==> src/hdl/pqps_pkg.sv <==
// Shared types and operation codes for the process ready queue.
package pqps_pkg;

    typedef enum logic [1:0] {
        OP_PUSH_HEAD = 2'd0,
        OP_PUSH_TAIL = 2'd1,
        OP_POP       = 2'd2,
        OP_SORT      = 2'd3
    } op_t;

    typedef struct packed {
        logic [15:0] id;
        logic [15:0] arrival;
        logic [15:0] io;
        logic [15:0] burst;
        logic [7:0]  prio;
    } rec_t;

    typedef struct packed {
        op_t  op;
        rec_t rec;
    } cmd_t;

    typedef enum logic [2:0] {
        ST_IDLE,
        ST_RD_KEY,
        ST_RD_PREV,
        ST_CMP,
        ST_DONE
    } st_t;

    // True when record a must come strictly after record b.
    function automatic logic goes_after(rec_t a, rec_t b);
        logic res;
        if (a.prio != b.prio)
        begin
            res = a.prio > b.prio;
        end
        else
        begin
            res = a.arrival > b.arrival;
        end
        return res;
    endfunction

endpackage

==> src/hdl/pqps_front.sv <==
// Front end: capture items and queue them as commands for the engine.
module pqps_front (
    input  logic            clk,
    input  logic            rst_n,
    input  logic            valid,
    output logic            ready,
    input  pqps_pkg::cmd_t  cmd_in,
    output logic            cmd_valid,
    input  logic            cmd_ready,
    output pqps_pkg::cmd_t  cmd_out
);

    pqps_pkg::cmd_t q_reg [2];
    logic           wp_reg, rp_reg;
    logic [1:0]     cnt_reg;

    assign ready     = cnt_reg != 2'd2;
    assign cmd_valid = cnt_reg != 2'd0;
    assign cmd_out   = q_reg[rp_reg];

    // Two-entry command queue.
    always_ff @(posedge clk or negedge rst_n)
    begin
        if (!rst_n)
        begin
            wp_reg  <= 1'b0;
            rp_reg  <= 1'b0;
            cnt_reg <= 2'd0;
        end
        else
        begin
            if (valid && ready)
            begin
                wp_reg <= ~wp_reg;
            end
            if (cmd_valid && cmd_ready)
            begin
                rp_reg <= ~rp_reg;
            end
            cnt_reg <= cnt_reg + {1'b0, valid && ready} - {1'b0, cmd_valid && cmd_ready};
        end
    end

    always_ff @(posedge clk)
    begin
        if (valid && ready)
        begin
            q_reg[wp_reg] <= cmd_in;
        end
    end

endmodule

==> src/hdl/pqps_engine.sv <==
// Back end: ring store, push and pop, and the insertion sort sequencer.
module pqps_engine #(
    parameter int DEPTH = 16
) (
    input  logic            clk,
    input  logic            rst_n,
    input  logic            cmd_valid,
    output logic            cmd_ready,
    input  pqps_pkg::cmd_t  cmd,
    output logic            res_valid,
    input  logic            res_ready,
    output logic            res_ok,
    output pqps_pkg::rec_t  res_rec,
    output logic            res_empty,
    output logic            res_drop,
    output logic [8:0]      res_fill
);

    localparam int AW = (DEPTH > 1) ? $clog2(DEPTH) : 1;
    localparam int CW = $clog2(DEPTH + 1);

    pqps_pkg::rec_t mem [DEPTH];
    pqps_pkg::rec_t rd_reg, key_reg;
    logic [AW-1:0]  head_reg;
    logic [CW-1:0]  cnt_reg;
    logic [CW-1:0]  i_reg, i_next, j_reg, j_next;
    pqps_pkg::st_t  st_reg, st_next;

    logic           wr_en;
    logic [AW-1:0]  wr_addr, rd_addr;
    pqps_pkg::rec_t wr_data;
    logic           res_load;

    // Ring slot of a logical position.
    function automatic logic [AW-1:0] slot(logic [AW-1:0] h, logic [CW-1:0] p);
        logic [CW:0] s;
        s = {1'b0, p} + (CW+1)'(h);
        if (s >= (CW+1)'(DEPTH))
        begin
            s = s - (CW+1)'(DEPTH);
        end
        return s[AW-1:0];
    endfunction

    logic out_free;
    assign out_free  = !res_valid || res_ready;
    assign cmd_ready = (st_reg == pqps_pkg::ST_IDLE) && out_free;

    logic [AW-1:0] head_dec;
    assign head_dec = (head_reg == '0) ? AW'(DEPTH - 1) : head_reg - 1'b1;

    // Sequencer: push/pop complete from the idle state, sort walks the store.
    always_comb
    begin
        st_next  = st_reg;
        i_next   = i_reg;
        j_next   = j_reg;
        wr_en    = 1'b0;
        wr_addr  = head_reg;
        wr_data  = cmd.rec;
        rd_addr  = head_reg;
        res_load = 1'b0;
        case (st_reg)
            pqps_pkg::ST_IDLE:
            begin
                if (cmd_valid && cmd_ready)
                begin
                    case (cmd.op)
                        pqps_pkg::OP_PUSH_HEAD:
                        begin
                            res_load = 1'b1;
                            wr_en    = cnt_reg < CW'(DEPTH);
                            wr_addr  = head_dec;
                        end
                        pqps_pkg::OP_PUSH_TAIL:
                        begin
                            res_load = 1'b1;
                            wr_en    = cnt_reg < CW'(DEPTH);
                            wr_addr  = slot(head_reg, cnt_reg);
                        end
                        pqps_pkg::OP_POP:
                        begin
                            res_load = 1'b1;
                        end
                        default:
                        begin
                            i_next = CW'(1);
                            if (cnt_reg > CW'(1))
                            begin
                                st_next = pqps_pkg::ST_RD_KEY;
                            end
                            else
                            begin
                                st_next = pqps_pkg::ST_DONE;
                            end
                        end
                    endcase
                end
            end
            pqps_pkg::ST_RD_KEY:
            begin
                rd_addr = slot(head_reg, i_reg);
                j_next  = i_reg;
                st_next = pqps_pkg::ST_RD_PREV;
            end
            pqps_pkg::ST_RD_PREV:
            begin
                rd_addr = slot(head_reg, j_reg - 1'b1);
                st_next = pqps_pkg::ST_CMP;
            end
            pqps_pkg::ST_CMP:
            begin
                wr_en   = 1'b1;
                wr_addr = slot(head_reg, j_reg);
                if (pqps_pkg::goes_after(rd_reg, key_reg))
                begin
                    wr_data = rd_reg;
                    j_next  = j_reg - 1'b1;
                    if (j_reg == CW'(1))
                    begin
                        st_next = pqps_pkg::ST_CMP;
                    end
                    else
                    begin
                        st_next = pqps_pkg::ST_RD_PREV;
                    end
                end
                else
                begin
                    wr_data = key_reg;
                    i_next  = i_reg + 1'b1;
                    if (i_reg + 1'b1 >= cnt_reg)
                    begin
                        st_next = pqps_pkg::ST_DONE;
                    end
                    else
                    begin
                        st_next = pqps_pkg::ST_RD_KEY;
                    end
                end
                if (j_reg == '0)
                begin
                    wr_data = key_reg;
                    j_next  = j_reg;
                    i_next  = i_reg + 1'b1;
                    if (i_reg + 1'b1 >= cnt_reg)
                    begin
                        st_next = pqps_pkg::ST_DONE;
                    end
                    else
                    begin
                        st_next = pqps_pkg::ST_RD_KEY;
                    end
                end
            end
            pqps_pkg::ST_DONE:
            begin
                if (out_free)
                begin
                    res_load = 1'b1;
                    st_next  = pqps_pkg::ST_IDLE;
                end
            end
            default:
            begin
                st_next = pqps_pkg::ST_IDLE;
            end
        endcase
    end

    // Store write and registered read.
    always_ff @(posedge clk)
    begin
        if (wr_en)
        begin
            mem[wr_addr] <= wr_data;
        end
        rd_reg <= mem[rd_addr];
        if (st_reg == pqps_pkg::ST_RD_KEY)
        begin
            key_reg <= mem[rd_addr];
        end
    end

    // Pointers, count, state and result register.
    always_ff @(posedge clk or negedge rst_n)
    begin
        if (!rst_n)
        begin
            st_reg    <= pqps_pkg::ST_IDLE;
            head_reg  <= '0;
            cnt_reg   <= '0;
            i_reg     <= '0;
            j_reg     <= '0;
            res_valid <= 1'b0;
            res_ok    <= 1'b0;
            res_drop  <= 1'b0;
            res_empty <= 1'b1;
            res_fill  <= '0;
        end
        else
        begin
            st_reg <= st_next;
            i_reg  <= i_next;
            j_reg  <= j_next;
            if (res_ready)
            begin
                res_valid <= 1'b0;
            end
            if (res_load)
            begin
                res_valid <= 1'b1;
                res_ok    <= 1'b0;
                res_drop  <= 1'b0;
                res_empty <= cnt_reg == '0;
                res_fill  <= 9'(cnt_reg);
                if (st_reg == pqps_pkg::ST_IDLE)
                begin
                    case (cmd.op)
                        pqps_pkg::OP_PUSH_HEAD, pqps_pkg::OP_PUSH_TAIL:
                        begin
                            if (cnt_reg >= CW'(DEPTH))
                            begin
                                res_drop <= 1'b1;
                            end
                            else
                            begin
                                if (cmd.op == pqps_pkg::OP_PUSH_HEAD)
                                begin
                                    head_reg <= head_dec;
                                end
                                cnt_reg   <= cnt_reg + 1'b1;
                                res_empty <= 1'b0;
                                res_fill  <= 9'(cnt_reg + 1'b1);
                            end
                        end
                        pqps_pkg::OP_POP:
                        begin
                            if (cnt_reg != '0)
                            begin
                                res_ok    <= 1'b1;
                                head_reg  <= (head_reg == AW'(DEPTH - 1)) ? '0
                                             : head_reg + 1'b1;
                                cnt_reg   <= cnt_reg - 1'b1;
                                res_empty <= cnt_reg == CW'(1);
                                res_fill  <= 9'(cnt_reg - 1'b1);
                            end
                        end
                        default:
                        begin
                        end
                    endcase
                end
            end
        end
    end

    // Popped record: read comes from the head, gated by a valid pop.
    logic pop_hit_reg;
    always_ff @(posedge clk or negedge rst_n)
    begin
        if (!rst_n)
        begin
            pop_hit_reg <= 1'b0;
        end
        else if (res_load)
        begin
            pop_hit_reg <= 1'b1;
        end
    end

    pqps_pkg::rec_t pop_rec_reg;
    always_ff @(posedge clk)
    begin
        if (res_load)
        begin
            pop_rec_reg <= mem[head_reg];
        end
    end

    assign res_rec = (res_ok && pop_hit_reg) ? pop_rec_reg : '0;

endmodule

==> src/hdl/process_queue_priority_sort_top.sv <==
// Top level of the process ready queue with stable priority sort.
// Push and pop results pass the front-end command queue and are registered in the engine.
// Throughput: push and pop sustain one item per cycle while res_ready is held and no sort runs.
// Sort walks the records through ST_RD_KEY, ST_RD_PREV and ST_CMP, then ST_DONE; intake stalled.
// Reset clears the head pointer and count; the store is not cleared.
module process_queue_priority_sort_top #(
    parameter int DEPTH = 16
) (
    input  logic        clk,
    input  logic        rst_n,
    input  logic        in_valid,
    output logic        in_ready,
    input  logic [1:0]  op,
    input  logic [15:0] proc_id,
    input  logic [15:0] arrival_time,
    input  logic [15:0] io_time,
    input  logic [15:0] burst_time,
    input  logic [7:0]  prio,
    output logic        res_valid,
    input  logic        res_ready,
    output logic        out_valid,
    output logic [15:0] out_proc_id,
    output logic [15:0] out_arrival,
    output logic [15:0] out_io,
    output logic [15:0] out_burst,
    output logic [7:0]  out_prio,
    output logic        is_empty,
    output logic        dropped,
    output logic [8:0]  fill_count
);

    pqps_pkg::cmd_t cmd_in, cmd;
    logic           cmd_valid, cmd_ready;
    pqps_pkg::rec_t rec;

    assign cmd_in.op  = pqps_pkg::op_t'(op);
    assign cmd_in.rec = '{proc_id, arrival_time, io_time, burst_time, prio};

    pqps_front u_front (
        .clk(clk), .rst_n(rst_n), .valid(in_valid), .ready(in_ready),
        .cmd_in(cmd_in), .cmd_valid(cmd_valid), .cmd_ready(cmd_ready), .cmd_out(cmd)
    );

    pqps_engine #(.DEPTH(DEPTH)) u_engine (
        .clk(clk), .rst_n(rst_n), .cmd_valid(cmd_valid), .cmd_ready(cmd_ready),
        .cmd(cmd), .res_valid(res_valid), .res_ready(res_ready), .res_ok(out_valid),
        .res_rec(rec), .res_empty(is_empty), .res_drop(dropped), .res_fill(fill_count)
    );

    assign out_proc_id = rec.id;
    assign out_arrival = rec.arrival;
    assign out_io      = rec.io;
    assign out_burst   = rec.burst;
    assign out_prio    = rec.prio;

endmodule
==> config.mk <==
export PLATFORM = sky130hd
export DESIGN_NAME = process_queue_priority_sort_top
export DESIGN_NICKNAME = d
export VERILOG_FILES = /design/src/hdl/pqps_pkg.sv /design/src/hdl/pqps_front.sv /design/src/hdl/pqps_engine.sv /design/src/hdl/process_queue_priority_sort_top.sv
export SDC_FILE = /design/constraint.sdc
export NUM_CORES = 2
export LEC_CHECK = 0
export BUFFER_PORTS_ARGS = -buffer_cell sky130_fd_sc_hd__buf_4
export CORE_ASPECT_RATIO = 1.4
export CORE_UTILIZATION = 48
export CTS_CLUSTER_SIZE = 20
export DETAILED_ROUTE_END_ITERATION = 12
export SYNTH_ARGS = -nofsm -noshare
export SYNTH_HDL_FRONTEND = slang
export SYNTH_SLANG_ARGS = --single-unit
==> constraint.sdc <==
create_clock -name clk -period 7.1 [get_ports clk]
set_input_delay 0.71 -clock clk [delete_from_list [all_inputs] [get_ports clk]]
set_output_delay 0.71 -clock clk [all_outputs]
set_load 0.005 [all_outputs]
# ---- Word-level counts from Yosys, hierarchy flattened
# Memories as Yosys holds them, arrays and structs flattened. A register that Yosys moved wholly into a read port is not among the register bits.
# Index checks and enable logic that the tools add are counted.
dict set report classes {
  n_div 0
  mul 0
  shifts 0
  eq_ne 20
  order_cmp 10
  n_addsub 18
  bitwise_logic 2
  n_mux 67
  reduce_logical 24
}
# op count
set ops {}
lappend ops {{$mux 72} 4}
lappend ops {{$mux 4} 10}
lappend ops {{$mux 5} 8}
lappend ops {{$pmux 4 s2} 4}
lappend ops {{$pmux 5 s2} 3}
lappend ops {{$mux 9} 3}
lappend ops {{$add 5x4->6} 4}
lappend ops {{$ge 6x5->1 const B} 4}
lappend ops {{$mux 1} 23}
lappend ops {{$mux 3} 7}
lappend ops {{$sub 4x1->4 const B} 5}
lappend ops {{$pmux 9 s2} 1}
lappend ops {{$gt 16x16->1} 1}
lappend ops {{$pmux 3 s5} 1}
lappend ops {{$add 5x1->5 const B} 2}
lappend ops {{$eq 5x1->1 const B} 2}
lappend ops {{$logic_not 5->1} 2}
lappend ops {{$ne 2x2->1 const B} 5}
lappend ops {{$reduce_bool 2->1} 5}
lappend ops {{$sub 5x1->5 const B} 2}
lappend ops {{$gt 8x8->1} 1}
lappend ops {{$ne 2x1->1 const B} 4}
lappend ops {{$ne 8x8->1} 1}
lappend ops {{$add 5x1->6 const B} 1}
lappend ops {{30 further kinds} 38}
dict set report totals {
  memories 2
  latch_bits 0
  regBits 184
  ram_bits 1300
  mem_bits_ro 0
}
# memory depth word_bits read_ports rd_ports_with_merged_regs wr line_no
set memory_table {}
lappend memory_table {u_engine.mem 16 72 2 1 1 pqps_engine.sv:22} ;# pqps_pkg::rec_t mem [DEPTH];
lappend memory_table {u_front.q_reg 2 74 1 0 1 pqps_front.sv:13} ;# pqps_pkg::cmd_t q_reg [2];

# ---- Logic depth before layout (Yosys ltp)
dict set report depth {
  ltp_word 8
  mapped_depth 17
  ltp_nobuf 12
}

# ---- By module
# Synthesis repeated with hierarchy kept, for this count alone.
dict set report hier_totals {
  hier_cells 5381
  area_unflattened_um2 70502.6
}
# mod area_each_um2 seq_area_each_um2 cells_per_inst instances
set modules_own_cells {}
lappend modules_own_cells {pqps_engine 64763.4 41210.8 5134 1}
lappend modules_own_cells {pqps_front 5739.3 4544.4 247 1}

# ---- Least setup slack after synthesis
# OpenSTA, ideal clock, no wires.
dict set report synth_timing {
  path_kind {reg2reg}
  from {register u_engine.head_reg[0]}
  to {memory u_engine.mem[7][0] in the netlist's numbering, enable pin}
  setup_ps 502
  arrival_time_ps 5275
  t_required_ps 6598
  setup_slack_ps 1322
  period_less_slack_ps 5778
  stages_incl_launch_ff 12
  path_cell_list {dfrtp_1 clkbuf_1 clkbuf_1 inv_1 ha_1 o21bai_1 a21oi_1 a41oi_1 mux2_2 o211ai_1 nand2_1 nor2_1}
}
dict set report synth_between {
  elab_chain_cells 6
}
# item line_no
set synth_lines {}
lappend synth_lines {{start, declared} pqps_engine.sv:24} ;# logic [AW-1:0] head_reg;
lappend synth_lines {{start signal, assigned} pqps_engine.sv:242} ;# head_reg <= (head_reg == AW'(DEPTH - 1)) ? '0
lappend synth_lines {{$add 5x4->6} pqps_engine.sv:37} ;# s = {1'b0, p} + (CW+1)'(h);
lappend synth_lines {{$ge 6x5->1 or $sub 4x1->4 (tied branches)} {pqps_engine.sv:38, pqps_engine.sv:40}}
lappend synth_lines {{$mux 4} pqps_engine.sv:38} ;# if (s >= (CW+1)'(DEPTH))
lappend synth_lines {{$pmux 4 s2} pqps_engine.sv:68} ;# case (cmd.op)
lappend synth_lines {{$mux 4} pqps_engine.sv:66} ;# if (cmd_valid && cmd_ready)
lappend synth_lines {{$pmux 4 s2 *} pqps_engine.sv:63} ;# case (st_reg)
lappend synth_lines {{end, declared} pqps_engine.sv:22}
# Mark *: on every way between the ends. The rest lies on a longest branch, timed or not.

# ---- Worst setup path in the final report
dict set report layout_timing {
  from {register u_engine.st_reg[1]}
  to {register u_engine.key_reg[9] (netlist name)}
}
dict set report layout_between {
  elab_chain_cells 3
}
# item line_no
set layout_lines {}
lappend layout_lines {{start, declared} pqps_engine.sv:27} ;# pqps_pkg::st_t st_reg, st_next;
lappend layout_lines {{start signal, assigned} pqps_engine.sv:190} ;# st_reg <= pqps_pkg::ST_IDLE;
lappend layout_lines {{start signal, assigned} pqps_engine.sv:203} ;# st_reg <= st_next;
lappend layout_lines {{$eq 3x2->1 or $eq 3x1->1 (tied branches)} {pqps_engine.sv:63, pqps_engine.sv:179}}
lappend layout_lines {{$pmux 4 s2 *} pqps_engine.sv:63}
lappend layout_lines {{$mem_v2 16x72 *} n/a}
# Marked as above.
# A chain may end at the register's enable or synchronous reset.

==> results.ini <==
[cells_and_area]
diodes = 0
multiInputGateArea_mm2 = 0.0223
register_area_mm2 = 0.0458
nets = 4547
final_layout_size_suffix_gt1_frac = 0.228
finish.utilization = 0.545
fillCellCount = 11400
largest_register_ff_count = 1152
area.growth.synth_to_final_pct = 12.3

[clock_network]
clk_pin_slew_worst_paths_ps = 60
cts_max_path_buffers = 3
cts_inserted_buffers = 149
root_buffer = clkbuf_16
post_cts_setup_buffer_count = 0
ctsResizeCount = 0
cts-htree-levels = 4
tritoncts = built
post_cts_hold_buffer_count = 1
clock_insertion_delay_worst_skew_ps = 800
clock_sink_count = 1554

[route]
drtIter0Drc = 5060
routed_wirelength_mm = 211
route.detailed.wl_per_inst_um = 32.7
route.vias.total = 42600
detail_route.first_pass.iterations = 6
vias_per_cell = 6.60
route.antenna.remaining_nets = 0
drc = 0

[global_route]
total_global_routing_overflow = 0
number_of_antenna_violations_at_the_first_check_in_global_routing = 2
grt_start_max_net_pins = 123
first_global_vias = 43200
globalRouteTotalUtil = 0.288
wire_length_of_the_first_global_routing_pass_mm = 300

[setup_path]
startpoint_of_the_most_critical_setup_path = u_engine.st_reg[1]$_DFFE_PN0P_
worst-setup-path-type = register to register
crit_arrival_ps = 5570
worst-r2r-cell-count = 13
cp-end-kind = register
r2r_start = u_engine.st_reg[1]$_DFFE_PN0P_
reg2reg_to = u_engine.key_reg[9]$_DFFE_PP_
regToRegSetupSlack_ps = 2070
timing.critical_path.from_type = register
cp_max_fo = 39
endpoint = u_engine.key_reg[9]$_DFFE_PP_
worst-endpoint-required_ps = 7640

[logic_synthesis]
synth_cell_type_count = 71
synth-async-reset-ratio = 0.0245
synth-warning-count = 0
synth_edf_count = 1444
total_nets_after_synthesis = 4474
yosysSeqAreaShare = 0.659
postSynth.topFlopCell = edfxtp_1
synth_area_mm2 = 0.0694
netlist.top_cell.by_area = edfxtp_1
postSynthRegisterBits = 1554
postSynthAreaPerCell_um2 = 16.0
synth_top_area_share = 0.625
synth_top_cells_by_area = edfxtp_1 (62%), mux4_2 (12%), mux2i_1 (3.2%), mux2_2 (2.4%), nand2_1 (2.2%)
synthCells = 4344

[timing]
report.final.slew_viol_count = 0
min_period_over_period = 0.708
timing_hold_violations_final = 0
setup-tns-final_ps = 0
final_period_minus_worst_setup_slack_ps = 5030
rsz0062_at_grt = false
fmax_ghz = 0.199
setup_viol = 0
worst-slew-pin-transition_ps = 1240
fin_worst_skew_ps = 24.7
timing.slew.headroom = 0.175

[floorplanning]
floorplan.die.width_um = 323
die_h_um = 452
start_util = 0.485
dieArea_mm2 = 0.146
floorplan.io_pins = 164
core_mm2 = 0.143
rows = 164

[placed_design]
port-buffer-count = 163
detailed_placement_hpwl_mm = 111
place.gp.congestion = 0.831

[flow_run]
cap_viol_max_count = 0

[status]
status = complete, no violations

[min_path]
hold_path_class = primary input to register

## logic make-up (layout without fill, tap and decap cells)
logic type / after synthesis / in the layout / synth area share
AOI/OAI and AO/OA: 706 / 706 / 0.0723
xor gates and xnor gates: 23 / 23 / 0.00290
adders and majority gates: 52 / 52 / 0.00970
buffers and inverters: 385 / 580 / 0.0231
DFF: 1554 / 1554 / 0.659
muxes: 730 / 730 / 0.173
and+or+nand+nor: 894 / 894 / 0.0601
## worst max-delay path: stages, from the launching register on
cell and delay, ps:
dfrtp_1 700, or3b_1 520, nand2_1 100, o21ai_0 90, ha_1 240, fa_1 410
xnor2_1 200, nand3_1 170, nand2_4 680, buf_4 720, mux2_2 410, o22ai_1 160
a21oi_1 70, o2111a_1 300
## per-stage QoR
step,std cells,cell area (um2),hold slack (ps),worst slack [ps]
6_report,6448,77900,94.8,2070
2_1_floorplan,4344,69400,414,1320
3_5_place_dp,6174,73000,472,2120
5_1_grt,6448,77900,72.6,1860
4_1_cts,6448,77900,44.1,2110
3_3_place_gp,6174,73000,465,2180
## worst min path at each step
stage	startpoint	end	slack, ps	cells past startpoint
final	io_time[2]	u_front.q_reg[1][26]$_DFFE_PP_	90	1
after global routing	arrival_time[1]	u_front.q_reg[0][41]$_DFFE_PP_	70	1
after CTS	io_time[2]	u_front.q_reg[0][26]$_DFFE_PP_	40	1
after detailed placement	u_engine.res_fill[5]$_DFFE_PN0P_	u_engine.res_fill[5]$_DFFE_PN0P_	470	1
after global placement	u_engine.res_fill[5]$_DFFE_PN0P_	u_engine.res_fill[5]$_DFFE_PN0P_	470	1
after floorplan	rst_n	u_engine.cnt_reg[0]$_DFFE_PN0P_	410	0
## synth_stat cells (4+ instances only)
| cell type | n |
|---|---|
| nand2b_1 | 8 |
| and3_1 | 77 |
| ha_1 | 49 |
| inv_1 | 47 |
| o21ai_0 | 100 |
| or3_1 | 4 |
| buf_4 | 14 |
| mux2_2 | 146 |
| o211ai_1 | 8 |
| buf_1 | 48 |
| nand3_1 | 236 |
| o221ai_1 | 74 |
| xor2_1 | 6 |
| a21oi_1 | 170 |
| buf_6 | 8 |
| clkbuf_1 | 241 |
| a22oi_1 | 4 |
| nor3_1 | 10 |
| dfxtp_1 | 72 |
| or2_2 | 5 |
| a211oi_1 | 75 |
| nand2_1 | 410 |
| dfrtp_1 | 37 |
| nor2_1 | 42 |
| o31a_1 | 4 |
| mux2i_1 | 224 |
| a32oi_1 | 76 |
| o22ai_1 | 75 |
| a31oi_1 | 7 |
| nor2b_1 | 76 |
| o2111a_1 | 72 |
| nand4_1 | 9 |
| edfxtp_1 | 1444 |
| buf_2 | 22 |
| mux4_2 | 360 |
| xnor2_1 | 17 |
| a21o_1 | 12 |
## final cells by class
| cell class | instances | share of cell area |
|---|---|---|
| clock buffer | 205 | 0.0540 |
| clock inverter | 68 | 0.00957 |
| inverter | 48 | 0.00244 |
| multi-input combinational | 2405 | 0.286 |
| sequential | 1554 | 0.587 |
| tap | 1909 | 0.0306 |
| timing repair buffer | 259 | 0.0296 |
## cells in the final DEF, fill, tap and decap left out, drive strengths merged, types with 5 or more instances in the layout
cell,count
xnor2,17
o22ai,75
mux4,360
a31oi,7
mux2i,224
xor2,6
nor2,42
mux2,146
o221ai,74
nand3,236
a211oi,75
dfrtp,37
nand4,9
a21oi,170
o21ai,104
ha,49
edfxtp,1444
clkbuf,205
nand2b,8
bufinv,14
nor2b,76
a21o,12
a32oi,76
clkinv,44
and3,77
inv,57
o2111a,72
nand2,410
o211ai,9
dfxtp,72
or2,5
buf,258
nor3,11
## metal layers
metal	track usage	vias up	wire [um]
met5	0	-	0
met4	0.111	0	8150
met3	0.0387	464	15900
met2	0.492	2194	106000
met1	0.373	22200	80700
li1	-	17700	-
Power is left out: the tool's default activity adds up to more than one toggle a clock period on the data nets, which glitch-free logic cannot reach.
